### config.mk
export PLATFORM = sky130hd
export DESIGN_NAME = laser_beam_to_grid_cell_flat
export DESIGN_NICKNAME = d
export VERILOG_FILES = /design/src/hw/rtl/lbgc_pkg.sv /design/src/hw/rtl/lbgc_in_if.sv /design/src/hw/rtl/lbgc_out_if.sv /design/src/hw/rtl/lbgc_cfg.sv /design/src/hw/rtl/lbgc_front.sv /design/src/hw/rtl/lbgc_queue.sv /design/src/hw/rtl/lbgc_back.sv /design/src/hw/rtl/laser_beam_to_grid_cell.sv /design/src/flat_wrapper.sv
export SDC_FILE = /design/constraint.sdc
export NUM_CORES = 2
export LEC_CHECK = 0
export CORE_MARGIN = 5
export CORE_UTILIZATION = 40
export DETAILED_ROUTE_END_ITERATION = 8
export DONT_BUFFER_PORTS = 1
export HOLD_SLACK_MARGIN = 0.08
export PLACE_DENSITY = 0.54
export SYNTH_ARGS = -nofsm -noshare
export SYNTH_HDL_FRONTEND = slang
export SYNTH_SLANG_ARGS = --single-unit
### constraint.sdc
create_clock -name clk -period 23.3 [get_ports clk]
set_input_delay 1.165 -clock clk [delete_from_list [all_inputs] [get_ports clk]]
set_output_delay 1.165 -clock clk [all_outputs]
set_load 0.02 [all_outputs]
### src/hw/rtl/lbgc_pkg.sv
// Shared types, constants and the quarter-wave sine table for the beam-to-cell block.
package lbgc_pkg;

  localparam int GRID_SIZE_DEF  = 1024;
  localparam int ANGLE_BITS_DEF = 16;
  localparam int MM_PER_M       = 1000;
  localparam int QUEUE_DEPTH    = 4;
  localparam int CELL_W         = 10;

  // floor(n / 1000) == (n * DIV1000_RECIP) >> DIV1000_SHIFT for n < 2^32 / 704
  localparam logic [22:0] DIV1000_RECIP = 23'd4294968;
  localparam int          DIV1000_SHIFT = 32;

  localparam logic [7:0]  CPM_RST       = 8'd20;
  localparam logic [15:0] MAX_RANGE_RST = 16'd8000;

  localparam logic [14:0] SINE_TAB [17] = '{
    15'd0,     15'd1606,  15'd3196,  15'd4756,  15'd6270,  15'd7723,
    15'd9102,  15'd10394, 15'd11585, 15'd12665, 15'd13623, 15'd14449,
    15'd15137, 15'd15679, 15'd16069, 15'd16305, 15'd16384
  };
  localparam logic [14:0] Q14_ONE = 15'd16384;

  typedef enum logic [1:0] {
    ST_MARK    = 2'd0,
    ST_RANGE   = 2'd1,
    ST_OUTSIDE = 2'd2
  } lbgc_status_t;

  typedef enum logic {
    REG_CPM       = 1'b0,
    REG_MAX_RANGE = 1'b1
  } lbgc_reg_t;

  typedef enum logic {
    FUNC_ROBOT = 1'b0,
    FUNC_BEAM  = 1'b1
  } lbgc_func_t;

  typedef struct packed {
    logic [7:0]  cpm;
    logic [15:0] max_range;
  } lbgc_cfg_t;

  // classified item as it waits in the queue
  typedef struct packed {
    logic               reject;
    logic               is_robot;
    logic [15:0]        range_mm;
    logic signed [15:0] cos_q14;
    logic signed [15:0] sin_q14;
    logic signed [20:0] pose_x;
    logic signed [20:0] pose_y;
  } lbgc_job_t;

endpackage

### src/hw/rtl/lbgc_in_if.sv
// Input channel: beam or robot-mark item with the robot pose.
interface lbgc_in_if import lbgc_pkg::*; ();
  logic               valid;
  logic               ready;
  logic               func;
  logic [15:0]        range_mm;
  logic signed [15:0] bearing;
  logic signed [20:0] pose_x_mm;
  logic signed [20:0] pose_y_mm;
  logic signed [15:0] pose_heading;

  modport source (output valid, func, range_mm, bearing, pose_x_mm, pose_y_mm, pose_heading,
                  input ready);
  modport sink   (input valid, func, range_mm, bearing, pose_x_mm, pose_y_mm, pose_heading,
                  output ready);
endinterface

### src/hw/rtl/lbgc_out_if.sv
// Result channel: grid cell, mark kind and status.
interface lbgc_out_if import lbgc_pkg::*; ();
  logic              valid;
  logic              ready;
  logic [CELL_W-1:0] cell_x;
  logic [CELL_W-1:0] cell_y;
  logic              is_robot;
  logic [1:0]        status;

  modport source (output valid, cell_x, cell_y, is_robot, status, input ready);
  modport sink   (input valid, cell_x, cell_y, is_robot, status, output ready);
endinterface

### src/hw/rtl/lbgc_cfg.sv
// APB register file: grid scale and maximum beam range.
module lbgc_cfg import lbgc_pkg::*; (
  input  logic        clk,
  input  logic        rst_n,
  input  logic        psel,
  input  logic        penable,
  input  logic        pwrite,
  input  logic [2:0]  paddr,
  input  logic [31:0] pwdata,
  output logic [31:0] prdata,
  output logic        pready,
  output lbgc_cfg_t   cfg
);

  logic [7:0]  cpm_r;
  logic [15:0] max_range_r;
  logic        wr_en;
  lbgc_reg_t   sel;

  assign pready = 1'b1;
  assign wr_en  = psel && penable && pwrite;
  assign sel    = lbgc_reg_t'(paddr[2]);

  always_ff @(posedge clk) begin
    if (!rst_n) begin
      cpm_r       <= CPM_RST;
      max_range_r <= MAX_RANGE_RST;
    end else if (wr_en) begin
      unique case (sel)
        REG_CPM:       cpm_r       <= pwdata[7:0];
        REG_MAX_RANGE: max_range_r <= pwdata[15:0];
        default: ;
      endcase
    end
  end

  always_comb begin
    unique case (sel)
      REG_CPM:       prdata = {24'd0, cpm_r};
      REG_MAX_RANGE: prdata = {16'd0, max_range_r};
      default:       prdata = '0;
    endcase
  end

  assign cfg.cpm       = cpm_r;
  assign cfg.max_range = max_range_r;

endmodule

### src/hw/rtl/lbgc_front.sv
// Front end: range check, beam angle and sine/cosine lookup, hands a job to the queue.
module lbgc_front import lbgc_pkg::*; #(
  parameter int ANGLE_BITS = ANGLE_BITS_DEF
) (
  lbgc_in_if.sink   in_ch,
  input  lbgc_cfg_t cfg,
  input  logic      push_ready,
  output logic      push_valid,
  output lbgc_job_t push_job
);

  localparam int AW = ANGLE_BITS;
  localparam int FB = AW - 6;
  localparam logic [AW-1:0] QTR_TURN = AW'(1) << (AW - 2);
  localparam logic [AW-2:0] QTR_P    = (AW-1)'(1) << (AW - 2);
  localparam logic [FB+15:0] HALF_LSB = (FB+16)'(1) << (FB - 1);

  logic [15:0]   a16;
  logic [AW-1:0] ang;
  logic [AW-1:0] ang_c;
  logic          is_beam;

  // sine in Q14, linear interpolation between table points
  function automatic logic signed [15:0] sine_q14(input logic [AW-1:0] a);
    logic [1:0]     q;
    logic [AW-2:0]  p;
    logic [4:0]     idx;
    logic [FB-1:0]  frac;
    logic [14:0]    base;
    logic [14:0]    d;
    logic [FB+15:0] t;
    logic [14:0]    mag;
    q = a[AW-1:AW-2];
    p = {1'b0, a[AW-3:0]};
    if (q[0]) p = QTR_P - p;
    idx  = p[AW-2:AW-6];
    frac = p[FB-1:0];
    if (idx >= 5'd16) begin
      mag = Q14_ONE;
    end else begin
      base = SINE_TAB[idx];
      d    = SINE_TAB[5'(idx + 5'd1)] - base;
      t    = (FB+16)'(d) * (FB+16)'(frac) + HALF_LSB;
      mag  = base + 15'(t >> FB);
    end
    return q[1] ? -$signed({1'b0, mag}) : $signed({1'b0, mag});
  endfunction

  assign a16 = 16'(in_ch.bearing + in_ch.pose_heading);

  if (AW >= 16) begin : g_ang_up
    assign ang = AW'(a16) << (AW - 16);
  end else begin : g_ang_dn
    assign ang = a16[15 -: AW];
  end

  assign ang_c   = ang + QTR_TURN;
  assign is_beam = (lbgc_func_t'(in_ch.func) == FUNC_BEAM);

  always_comb begin
    push_job.reject   = is_beam && (in_ch.range_mm >= cfg.max_range);
    push_job.is_robot = !is_beam;
    // a robot mark projects the pose itself: zero range gives zero offset
    push_job.range_mm = is_beam ? in_ch.range_mm : 16'd0;
    push_job.cos_q14  = sine_q14(ang_c);
    push_job.sin_q14  = sine_q14(ang);
    push_job.pose_x   = in_ch.pose_x_mm;
    push_job.pose_y   = in_ch.pose_y_mm;
  end

  assign push_valid  = in_ch.valid;
  assign in_ch.ready = push_ready;

endmodule

### src/hw/rtl/lbgc_queue.sv
// Short FIFO of classified jobs between front end and back end.
module lbgc_queue import lbgc_pkg::*; (
  input  logic      clk,
  input  logic      rst_n,
  input  logic      push_valid,
  output logic      push_ready,
  input  lbgc_job_t push_job,
  output logic      pop_valid,
  input  logic      pop_ready,
  output lbgc_job_t pop_job
);

  localparam int PW = (QUEUE_DEPTH > 1) ? $clog2(QUEUE_DEPTH) : 1;
  localparam int CW = $clog2(QUEUE_DEPTH + 1);

  lbgc_job_t     mem_r [QUEUE_DEPTH];
  logic [PW-1:0] wr_ptr_r, rd_ptr_r;
  logic [CW-1:0] cnt_r;
  logic          push, pop;

  assign push_ready = (cnt_r != CW'(QUEUE_DEPTH));
  assign pop_valid  = (cnt_r != '0);
  assign push       = push_valid && push_ready;
  assign pop        = pop_valid && pop_ready;
  assign pop_job    = mem_r[rd_ptr_r];

  always_ff @(posedge clk) begin
    if (!rst_n) begin
      wr_ptr_r <= '0;
      rd_ptr_r <= '0;
      cnt_r    <= '0;
    end else begin
      if (push) wr_ptr_r <= (wr_ptr_r == PW'(QUEUE_DEPTH - 1)) ? '0 : wr_ptr_r + 1'b1;
      if (pop)  rd_ptr_r <= (rd_ptr_r == PW'(QUEUE_DEPTH - 1)) ? '0 : rd_ptr_r + 1'b1;
      if (push && !pop)      cnt_r <= cnt_r + 1'b1;
      else if (pop && !push) cnt_r <= cnt_r - 1'b1;
    end
  end

  always_ff @(posedge clk) begin
    if (push) mem_r[wr_ptr_r] <= push_job;
  end

endmodule

### src/hw/rtl/lbgc_back.sv
// Back end: beam offset, world point, grid scaling, bounds check and cell divide.
module lbgc_back import lbgc_pkg::*; #(
  parameter int GRID_SIZE = GRID_SIZE_DEF
) (
  input  logic       clk,
  input  logic       rst_n,
  input  lbgc_cfg_t  cfg,
  input  logic       job_valid,
  output logic       job_pop,
  input  lbgc_job_t  job,
  lbgc_out_if.source out_ch
);

  localparam int NW = $clog2(GRID_SIZE * MM_PER_M);
  localparam logic signed [33:0] NUM_HI = 34'(GRID_SIZE * MM_PER_M);
  localparam logic signed [33:0] NUM_LO = -(34'(MM_PER_M));
  localparam logic signed [33:0] CENTRE = 34'((GRID_SIZE / 2) * MM_PER_M);

  logic en;

  // stage 1: offsets
  logic               v1_r, rej1_r, rob1_r;
  logic signed [17:0] off_x_r, off_y_r;
  logic signed [20:0] pose_x1_r, pose_y1_r;
  logic signed [17:0] off_x_nxt, off_y_nxt;
  // stage 2: world point, y negated
  logic               v2_r, rej2_r, rob2_r;
  logic signed [22:0] wx_r, ny_r;
  logic signed [22:0] wy_nxt;
  // stage 3: scaled
  logic               v3_r, rej3_r, rob3_r;
  logic signed [31:0] px_r, py_r;
  logic signed [8:0]  cpm_s;
  // stage 4: bounds and dividend
  logic               v4_r, rob4_r;
  lbgc_status_t       st4_r, st4_nxt;
  logic [NW-1:0]      nx_r, ny4_r, nx_nxt, ny4_nxt;
  logic signed [33:0] num_x, num_y;
  // output register
  logic               out_vld_r;
  logic [CELL_W-1:0]  cell_x_r, cell_y_r;
  logic               rob_o_r;
  lbgc_status_t       st_o_r;
  logic [44:0]        qx, qy;

  function automatic logic signed [17:0] beam_off(input logic [15:0] r,
                                                 input logic signed [15:0] trig);
    logic [14:0] mag;
    logic [30:0] prod;
    logic [16:0] o;
    mag  = trig[15] ? 15'(-trig) : 15'(trig);
    prod = 31'(r) * 31'(mag) + 31'(Q14_ONE >> 1);
    o    = prod[30:14];
    return trig[15] ? -$signed({1'b0, o}) : $signed({1'b0, o});
  endfunction

  // whole pipe advances together; a bubble moves like an item
  assign en      = !out_vld_r || out_ch.ready;
  assign job_pop = en;

  assign off_x_nxt = beam_off(job.range_mm, job.cos_q14);
  assign off_y_nxt = beam_off(job.range_mm, job.sin_q14);
  assign wy_nxt    = 23'(pose_y1_r) + 23'(off_y_r);
  assign cpm_s     = $signed({1'b0, cfg.cpm});
  assign num_x     = 34'(px_r) + CENTRE;
  assign num_y     = 34'(py_r) + CENTRE;

  always_comb begin
    nx_nxt  = '0;
    ny4_nxt = '0;
    if (rej3_r) begin
      st4_nxt = ST_RANGE;
    end else if (num_x <= NUM_LO || num_x >= NUM_HI || num_y <= NUM_LO || num_y >= NUM_HI) begin
      st4_nxt = ST_OUTSIDE;
    end else begin
      st4_nxt = ST_MARK;
      // small negative values truncate to column zero
      if (!num_x[33]) nx_nxt  = num_x[NW-1:0];
      if (!num_y[33]) ny4_nxt = num_y[NW-1:0];
    end
  end

  assign qx = 45'(nx_r) * 45'(DIV1000_RECIP);
  assign qy = 45'(ny4_r) * 45'(DIV1000_RECIP);

  always_ff @(posedge clk) begin
    if (!rst_n) begin
      v1_r      <= 1'b0;
      v2_r      <= 1'b0;
      v3_r      <= 1'b0;
      v4_r      <= 1'b0;
      out_vld_r <= 1'b0;
    end else if (en) begin
      v1_r      <= job_valid;
      v2_r      <= v1_r;
      v3_r      <= v2_r;
      v4_r      <= v3_r;
      out_vld_r <= v4_r;
    end
  end

  always_ff @(posedge clk) begin
    if (en) begin
      rej1_r    <= job.reject;
      rob1_r    <= job.is_robot;
      off_x_r   <= off_x_nxt;
      off_y_r   <= off_y_nxt;
      pose_x1_r <= job.pose_x;
      pose_y1_r <= job.pose_y;

      rej2_r <= rej1_r;
      rob2_r <= rob1_r;
      wx_r   <= 23'(pose_x1_r) + 23'(off_x_r);
      ny_r   <= -wy_nxt;

      rej3_r <= rej2_r;
      rob3_r <= rob2_r;
      px_r   <= 32'(wx_r) * 32'(cpm_s);
      py_r   <= 32'(ny_r) * 32'(cpm_s);

      rob4_r <= rob3_r;
      st4_r  <= st4_nxt;
      nx_r   <= nx_nxt;
      ny4_r  <= ny4_nxt;

      rob_o_r  <= rob4_r;
      st_o_r   <= st4_r;
      cell_x_r <= qx[DIV1000_SHIFT +: CELL_W];
      cell_y_r <= qy[DIV1000_SHIFT +: CELL_W];
    end
  end

  assign out_ch.valid    = out_vld_r;
  assign out_ch.cell_x   = cell_x_r;
  assign out_ch.cell_y   = cell_y_r;
  assign out_ch.is_robot = rob_o_r;
  assign out_ch.status   = st_o_r;

endmodule

### src/hw/rtl/laser_beam_to_grid_cell.sv
// Top level: laser beam / robot mark to occupancy grid cell projection.
// One item per clock sustained while the output is not stalled, one result per item.
// A result passes from its accepted item through the four-entry job queue, then four
// back-end stages (beam offset multiply, world add, scale multiply, bounds check) and
// the output register, which holds the divide-by-1000 multiply. While
// the output is stalled the back end holds and the queue absorbs up to four more items.
// No clearing pass after reset. Registers: cells_per_meter at 0x0, max_range_mm at 0x4.
module laser_beam_to_grid_cell import lbgc_pkg::*; #(
  parameter int GRID_SIZE  = GRID_SIZE_DEF,
  parameter int ANGLE_BITS = ANGLE_BITS_DEF
) (
  input  logic        clk,
  input  logic        rst_n,
  lbgc_in_if.sink     in_ch,
  lbgc_out_if.source  out_ch,
  input  logic        psel,
  input  logic        penable,
  input  logic        pwrite,
  input  logic [2:0]  paddr,
  input  logic [31:0] pwdata,
  output logic [31:0] prdata,
  output logic        pready
);

  lbgc_cfg_t cfg;
  logic      push_valid, push_ready, pop_valid, pop_ready;
  lbgc_job_t push_job, pop_job;

  lbgc_cfg u_cfg (
    .clk     (clk),
    .rst_n   (rst_n),
    .psel    (psel),
    .penable (penable),
    .pwrite  (pwrite),
    .paddr   (paddr),
    .pwdata  (pwdata),
    .prdata  (prdata),
    .pready  (pready),
    .cfg     (cfg)
  );

  lbgc_front #(.ANGLE_BITS(ANGLE_BITS)) u_front (
    .in_ch      (in_ch),
    .cfg        (cfg),
    .push_ready (push_ready),
    .push_valid (push_valid),
    .push_job   (push_job)
  );

  lbgc_queue u_queue (
    .clk        (clk),
    .rst_n      (rst_n),
    .push_valid (push_valid),
    .push_ready (push_ready),
    .push_job   (push_job),
    .pop_valid  (pop_valid),
    .pop_ready  (pop_ready),
    .pop_job    (pop_job)
  );

  lbgc_back #(.GRID_SIZE(GRID_SIZE)) u_back (
    .clk       (clk),
    .rst_n     (rst_n),
    .cfg       (cfg),
    .job_valid (pop_valid),
    .job_pop   (pop_ready),
    .job       (pop_job),
    .out_ch    (out_ch)
  );

endmodule

### src/flat_wrapper.sv
// flat-port wrapper written by rule: the top's interface ports become plain ports
module laser_beam_to_grid_cell_flat import lbgc_pkg::*;
#(
  parameter int GRID_SIZE  = GRID_SIZE_DEF,
  parameter int ANGLE_BITS = ANGLE_BITS_DEF
)
  (clk, rst_n, psel, penable, pwrite, paddr, pwdata, prdata, pready, in_ch_valid, in_ch_func, in_ch_range_mm, in_ch_bearing, in_ch_pose_x_mm, in_ch_pose_y_mm, in_ch_pose_heading, in_ch_ready, out_ch_valid, out_ch_cell_x, out_ch_cell_y, out_ch_is_robot, out_ch_status, out_ch_ready);
  lbgc_in_if in_ch_i ();
  lbgc_out_if out_ch_i ();
  input  logic clk;
  input  logic rst_n;
  input  logic psel;
  input  logic penable;
  input  logic pwrite;
  input  logic [2:0] paddr;
  input  logic [31:0] pwdata;
  output logic [31:0] prdata;
  output logic pready;
  input wire logic [$bits(in_ch_i.valid)-1:0] in_ch_valid;
  input wire logic [$bits(in_ch_i.func)-1:0] in_ch_func;
  input wire logic [$bits(in_ch_i.range_mm)-1:0] in_ch_range_mm;
  input wire logic [$bits(in_ch_i.bearing)-1:0] in_ch_bearing;
  input wire logic [$bits(in_ch_i.pose_x_mm)-1:0] in_ch_pose_x_mm;
  input wire logic [$bits(in_ch_i.pose_y_mm)-1:0] in_ch_pose_y_mm;
  input wire logic [$bits(in_ch_i.pose_heading)-1:0] in_ch_pose_heading;
  output wire logic [$bits(in_ch_i.ready)-1:0] in_ch_ready;
  output wire logic [$bits(out_ch_i.valid)-1:0] out_ch_valid;
  output wire logic [$bits(out_ch_i.cell_x)-1:0] out_ch_cell_x;
  output wire logic [$bits(out_ch_i.cell_y)-1:0] out_ch_cell_y;
  output wire logic [$bits(out_ch_i.is_robot)-1:0] out_ch_is_robot;
  output wire logic [$bits(out_ch_i.status)-1:0] out_ch_status;
  input wire logic [$bits(out_ch_i.ready)-1:0] out_ch_ready;
  assign in_ch_i.valid = in_ch_valid;
  assign in_ch_i.func = in_ch_func;
  assign in_ch_i.range_mm = in_ch_range_mm;
  assign in_ch_i.bearing = in_ch_bearing;
  assign in_ch_i.pose_x_mm = in_ch_pose_x_mm;
  assign in_ch_i.pose_y_mm = in_ch_pose_y_mm;
  assign in_ch_i.pose_heading = in_ch_pose_heading;
  assign in_ch_ready = in_ch_i.ready;
  assign out_ch_valid = out_ch_i.valid;
  assign out_ch_cell_x = out_ch_i.cell_x;
  assign out_ch_cell_y = out_ch_i.cell_y;
  assign out_ch_is_robot = out_ch_i.is_robot;
  assign out_ch_status = out_ch_i.status;
  assign out_ch_i.ready = out_ch_ready;
  laser_beam_to_grid_cell #(.GRID_SIZE(GRID_SIZE), .ANGLE_BITS(ANGLE_BITS)) u_core (.clk(clk), .rst_n(rst_n), .in_ch(in_ch_i), .out_ch(out_ch_i), .psel(psel), .penable(penable), .pwrite(pwrite), .paddr(paddr), .pwdata(pwdata), .prdata(prdata), .pready(pready));
endmodule
== Word-level counts from Yosys, hierarchy flattened ==
Memories as Yosys holds them, arrays and structs flattened. A register that Yosys moved wholly into a read port is not among the register bits.
Index checks and enable logic that the tools add are counted.

* Flip-flop bits (word level): 295
* Memory bits (writable): 368
* ROM bits: 1920
* Input port bits: 133
* Output and inout bits: 58
* Word-level logic and storage cells: 145
* Memories kept: 5

* $add $sub $neg: 29
* Multiply operators: 8
* $lt $le $gt $ge: 11
* Eq/ne operators: 3
* Mux-type cells: 29
* Bitwise gates (word level): 5
* Reduce and logical (&&, ||, !) cells: 21

{| class="wikitable"
|+ Memory list
! memory !! words !! width !! rd ports !! clocked after memory_dff !! wr ports !! line !! RTL
|-
| (no name shown) || 32 || 15 || 1 || 0 || 0 || lbgc_front.sv:41 || <nowiki>base = SINE_TAB[idx];</nowiki>
|-
| (no name shown) || 32 || 15 || 1 || 0 || 0 || lbgc_front.sv:42 || <nowiki>d = SINE_TAB[5'(idx + 5'd1)] - base;</nowiki>
|-
| (no name shown) || 32 || 15 || 1 || 0 || 0 || lbgc_front.sv:41 ||
|-
| (no name shown) || 32 || 15 || 1 || 0 || 0 || lbgc_front.sv:42 ||
|-
| u_core.u_queue.mem_r || 4 || 92 || 1 || 1 || 1 || lbgc_queue.sv:16 || <nowiki>lbgc_job_t mem_r [QUEUE_DEPTH];</nowiki>
|}

{| class="wikitable"
|+ Operators with widths
! cell !! number
|-
| $mux W15 || 14
|-
| $mul A20 B20 Y39 const B || 2
|-
| $add A32 B20 Y33 const B || 2
|-
| $ge A33 B21 Y1 const B || 2
|-
| $le A33 B11 Y1 const B || 2
|-
| $pmux W32 S2 || 1
|-
| $add A31 B14 Y31 const B || 2
|-
| $mul A16 B15 Y31 || 2
|-
| $add A25 B10 Y25 const B || 2
|-
| $mul A15 B10 Y25 || 2
|-
| $mux W16 || 3
|-
| $add A21 B18 Y22 || 2
|-
| $neg A17 Y18 || 2
|-
| $mux W17 || 2
|-
| $mul A23 B9 Y32 || 1
|-
| $neg A15 Y16 || 2
|-
| $mul A22 B9 Y31 || 1
|-
| $add A15 B15 Y15 || 2
|-
| $neg A15 Y15 || 2
|-
| $sub A15 B14 Y15 const A || 2
|-
| $sub A15 B15 Y15 || 2
|-
| $ge A6 B6 Y1 const B || 4
|-
| $not A5 Y6 || 4
|-
| $neg A22 Y23 || 1
|-
| 21 further kinds || 45
|}

== Logic depth before layout (Yosys ltp) ==
* Depth in word-level cells: 16
* Gate-level depth with buffers: 63

== Hierarchy ==
Synthesis repeated with hierarchy kept, for this count alone.

* Cell total of the unflattened synthesis: 8106
* Area total of the unflattened synthesis: 82937.0 µm²

{| class="wikitable"
|+ Modules (own cells, without submodules)
! module !! instances !! cells each !! area an instance (µm²)
|-
| lbgc_back || 1 || 5248 || 50861.3
|-
| lbgc_front || 1 || 2188 || 17040.1
|-
| lbgc_queue || 1 || 531 || 13731.9
|-
| lbgc_cfg || 1 || 139 || 1303.8
|}

== Worst setup path after synthesis ==
Ideal clock, no wire load.

* Kind: in2reg
* Start point: in in_ch_pose_heading[0]
* End point: mem u_core.u_queue.mem_r[0][70] (netlist bit) (data pin)
* Setup time: 266 ps
* Data arrival time: 14325 ps
* Data required time: 23034 ps
* Setup slack: 8709 ps
* Cell stages on the path: 55
* Cells stage by stage: ha_1 > fa_1 > a21oi_1 > nor2_1 > or4b_2 > a31oi_1 > xnor2_1 > nor4_2 > and2_1 > nor2_1 > xnor2_2 > inv_1 > ha_1 > ha_1 > clkbuf_1 > clkbuf_1 > a211oi_1 > fa_1 > [... 19 more ...] > fa_1 > inv_1 > ha_1 > nand3_1 > a211oi_1 > o21a_1 > nor2_1 > ha_1 > a21oi_1 > o21ai_0 > a21oi_1 > xnor2_1 > or2_2 > nor3_1 > or3b_2 > o31ai_1 > xnor2_1 > mux2_2

{| class="wikitable"
|+ RTL lines
! what !! line !! RTL
|-
| start, declared || flat_wrapper.sv:25 || <nowiki>input wire logic [$bits(in_ch_i.pose_heading)-1:0] in_ch_pose_heading;</nowiki>
|-
| end, declared || lbgc_queue.sv:16 ||
|}

==> flow_metrics.py <==
metrics = {
    "outcome": {
        "outcome": "completed",
    },
    "yosys": {
        "synth_top_area_share": 0.2546,
        "async_flop_share": 0,
        "yosysSeqAreaShare": 0.2424,
        "synth.distinct_cells": 99,
        "synth_commonest_cells": "inv_1 (1,573), fa_1 (1,026), ha_1 (987)",
        "synth.most_common_cell": "inv_1",
        "yosys-top-cells-area": "fa_1 (25%), edfxtp_1 (23%), ha_1 (15%)",
        "yosysTopAreaCell": "fa_1",
        "netlist_area_um2": 80690,
        "synth-simple-area-share": 0.1260,
        "synthFlopType": "edfxtp_1",
        "synth_mux_area_frac": 0.02994,
        "yosys_warnings": 0,
        "synth-xor-area-share": 0.03791,
        "ys_ff_latch": 664,
        "synth_compound_area_frac": 0.07102,
        "synth_edf_count": 626,
        "synth_top_family_by_area": "adder cells",
        "netlist_instances": 8034,
        "synthAdderAreaFrac": 0.4076,
        "avgSynthCellArea_um2": 10.04,
    },
    "setup_path": {
        "arrival_ns": 16.85,
        "crit_type": "in -> reg",
        "worst-path-max-fanout": 17,
        "critPathCaptureType": "flop",
        "worstSetupStartpointType": "input pin",
        "crit_path_frequent_cell": "a21oi_1",
        "critPathSlowestCell": "xnor2_1",
        "slowest_delay_ns": 0.83,
        "crit_required_ns": 23.79,
    },
    "floorplan": {
        "fp.dieH_um": 459.1,
        "chipWidth_um": 459.1,
        "core_um2": 200300,
        "fp-row-count": 164,
        "initial_core_util": 0.4029,
        "design.die.area_um2": 210800,
        "ios": 191,
    },
    "place": {
        "portBuffers": 0,
        "gp_congestion": 0.8860,
        "dp_hpwl_mm": 156.3,
        "place_ws_ns": 6.353,
    },
    "timing": {
        "setup_viol": 0,
        "hold_viol": 0,
        "skew_ns": 0.03348,
        "period_share": 0.7021,
        "tightestPinTransition_ns": 1.220,
        "fin_ws_ns": 6.941,
        "fmax_mhz": 61.13,
        "slew_viol_final": 0,
        "slew_headroom": 0.1851,
        "finalCriticalPeriod_ns": 16.36,
        "rsz0062_at_grt": "false",
        "finalSetupTns_ns": 0,
    },
    "clock_network": {
        "clk_pin_slew_ns": 0.06,
        "hold_buffers": 0,
        "clk-insertion-delay-late_ns": 0.69,
        "cts_root_buffer": "clkbuf_16",
        "cts_tree": "built",
        "cts-htree-levels": 3,
        "cts_resized": 0,
        "cts_setup_buffers": 0,
        "cts_max_path_buffers": 3,
        "cts_buffers": 77,
        "cts_num_sinks": 664,
    },
    "route": {
        "ant_nets": 0,
        "routedWlPerCell_um": 18.48,
        "drt_iter0_drc": 3172,
        "wl_mm": 198.0,
        "drc_errors": 0,
        "dr.pass1.iters": 5,
        "num_vias": 54510,
        "viasPerCell": 5.088,
    },
    "global_route": {
        "grt_antenna_before_repair": 9,
        "grt_pass1_wl_mm": 319.2,
        "grt_max_degree": 184,
        "grt_util_all_layers": 0.1900,
        "overflow": 0,
        "grt_pass1_vias": 57610,
    },
    "flow_run": {
        "drv_cap": 0,
    },
    "layout": {
        "fin_nets": 10140,
        "syn2layout_area_growth_pct": 7.200,
        "fill_cells": 19400,
        "antennaDiodeCount": 0,
        "layout-drive-gt1-share": 0.05101,
    },
    "min_path": {
        "hold_class": "reg -> reg",
    },
}
## critical path: cells and delay by family
family	cells	cell delay, ns
fa+ha+maj	10	4.29
simple gates	12	2.72
xor+xnor	6	2.37
compound gates	22	5.84
buf+inv	4	0.45
## kinds of logic after synthesis
kind of cell,after synthesis
other,2
multiplexers,127
buffers and inverters,1803
XOR/XNOR,346
flip-flops,664
AND/OR/NAND/NOR,2179
adder cells (fa/ha/maj),2013
AO/OA/AOI/OAI,900
## stage by stage
step / util / hold slack (ns) / area (µm²) / std cells
6_report: 0.4319 / 0.4207 / 86500 / 10710
3_5_place_dp: 0.4195 / 0.4054 / 84010 / 10570
5_1_grt: 0.4319 / 0.4254 / 86500 / 10710
3_3_place_gp: 0.4195 / 0.4014 / 84010 / 10570
4_1_cts: 0.4319 / 0.4194 / 86500 / 10710
2_1_floorplan: - / 0.4003 / 80750 / 8049
## cells in the final DEF (no fill, tap or decap), types with 12 or more instances in the layout
| master | n |
|---|---|
| dfxtp_1 | 33 |
| and2_1 | 364 |
| a2111oi_0 | 12 |
| and3_1 | 27 |
| o31ai_1 | 25 |
| nand2b_1 | 60 |
| a211oi_1 | 27 |
| xnor2_2 | 12 |
| clkbuf_16 | 78 |
| or2_2 | 25 |
| a21boi_0 | 49 |
| a31oi_1 | 31 |
| inv_1 | 1572 |
| o211ai_1 | 22 |
| mux2_2 | 22 |
| xor2_1 | 94 |
| a21oi_1 | 265 |
| o22ai_1 | 18 |
| edfxtp_1 | 626 |
| o21a_1 | 45 |
| conb_1 | 17 |
| nand4_1 | 28 |
| o21ai_0 | 201 |
| nand3_1 | 57 |
| or3_1 | 23 |
| nor2b_1 | 70 |
| xnor2_1 | 232 |
| fa_1 | 1026 |
| nor2_1 | 528 |
| nand2_1 | 841 |
| or4_1 | 15 |
| ha_1 | 987 |
| nor3_1 | 80 |
| buf_4 | 93 |
| clkinv_1 | 16 |
| a21o_1 | 84 |
| mux4_2 | 86 |
| mux2i_1 | 16 |
## layer usage
metal	vias to the layer above	global-route usage	part of all wire
li1	25850	-	-
met1	27370	0.2663	0.47
met2	1046	0.3181	0.47
met3	239	0.02256	0.040
met4	2	0.04104	0.022
met5	-	0	0.000045
## registers in the layout (all words and copies together), names as in the netlist, 16 cells and up, named ones only
signal	cells
u_core.u_back.ny_r	23
u_core.u_back.py_r	32
u_core.u_back.ny4_r	20
u_core.u_back.pose_y1_r	21
u_core.u_back.off_x_r	18
u_core.u_back.pose_x1_r	21
u_core.u_queue.mem_r	368
u_core.u_back.px_r	31
u_core.u_back.nx_r	20
u_core.u_cfg.max_range_r	16
u_core.u_back.wx_r	22
u_core.u_back.off_y_r	18
## final timing paths
check	startpoint	end	slack (ns)	cells after the start
worst max register to register	flop	u_core.u_back.off_x_r[17]	12.30	34
worst min-delay path	u_core.u_back.rob3_r	u_core.u_back.rob4_r	0.42	0
worst max-delay path	in_ch_pose_heading[0]	u_core.u_queue.mem_r[3][72]	6.94	54
worst min register to register	u_core.u_back.rob3_r	u_core.u_back.rob4_r	0.42	0
## final cells by class
class                   instances  area (µm²)  share of cell area
multi-input cells            5582       54470              0.6297
flip-flops and latches        664       19570              0.2262
inverters                    1578        5931             0.06856
well taps                    2656        3323             0.03842
clock buffers                  89        1993             0.02304
repair buffers                 94       718.2            0.008303
clock inverters                51       494.2            0.005714
Power is not shown: default switching activity piles up to over one toggle a cycle in this logic, so the estimate is an artifact.
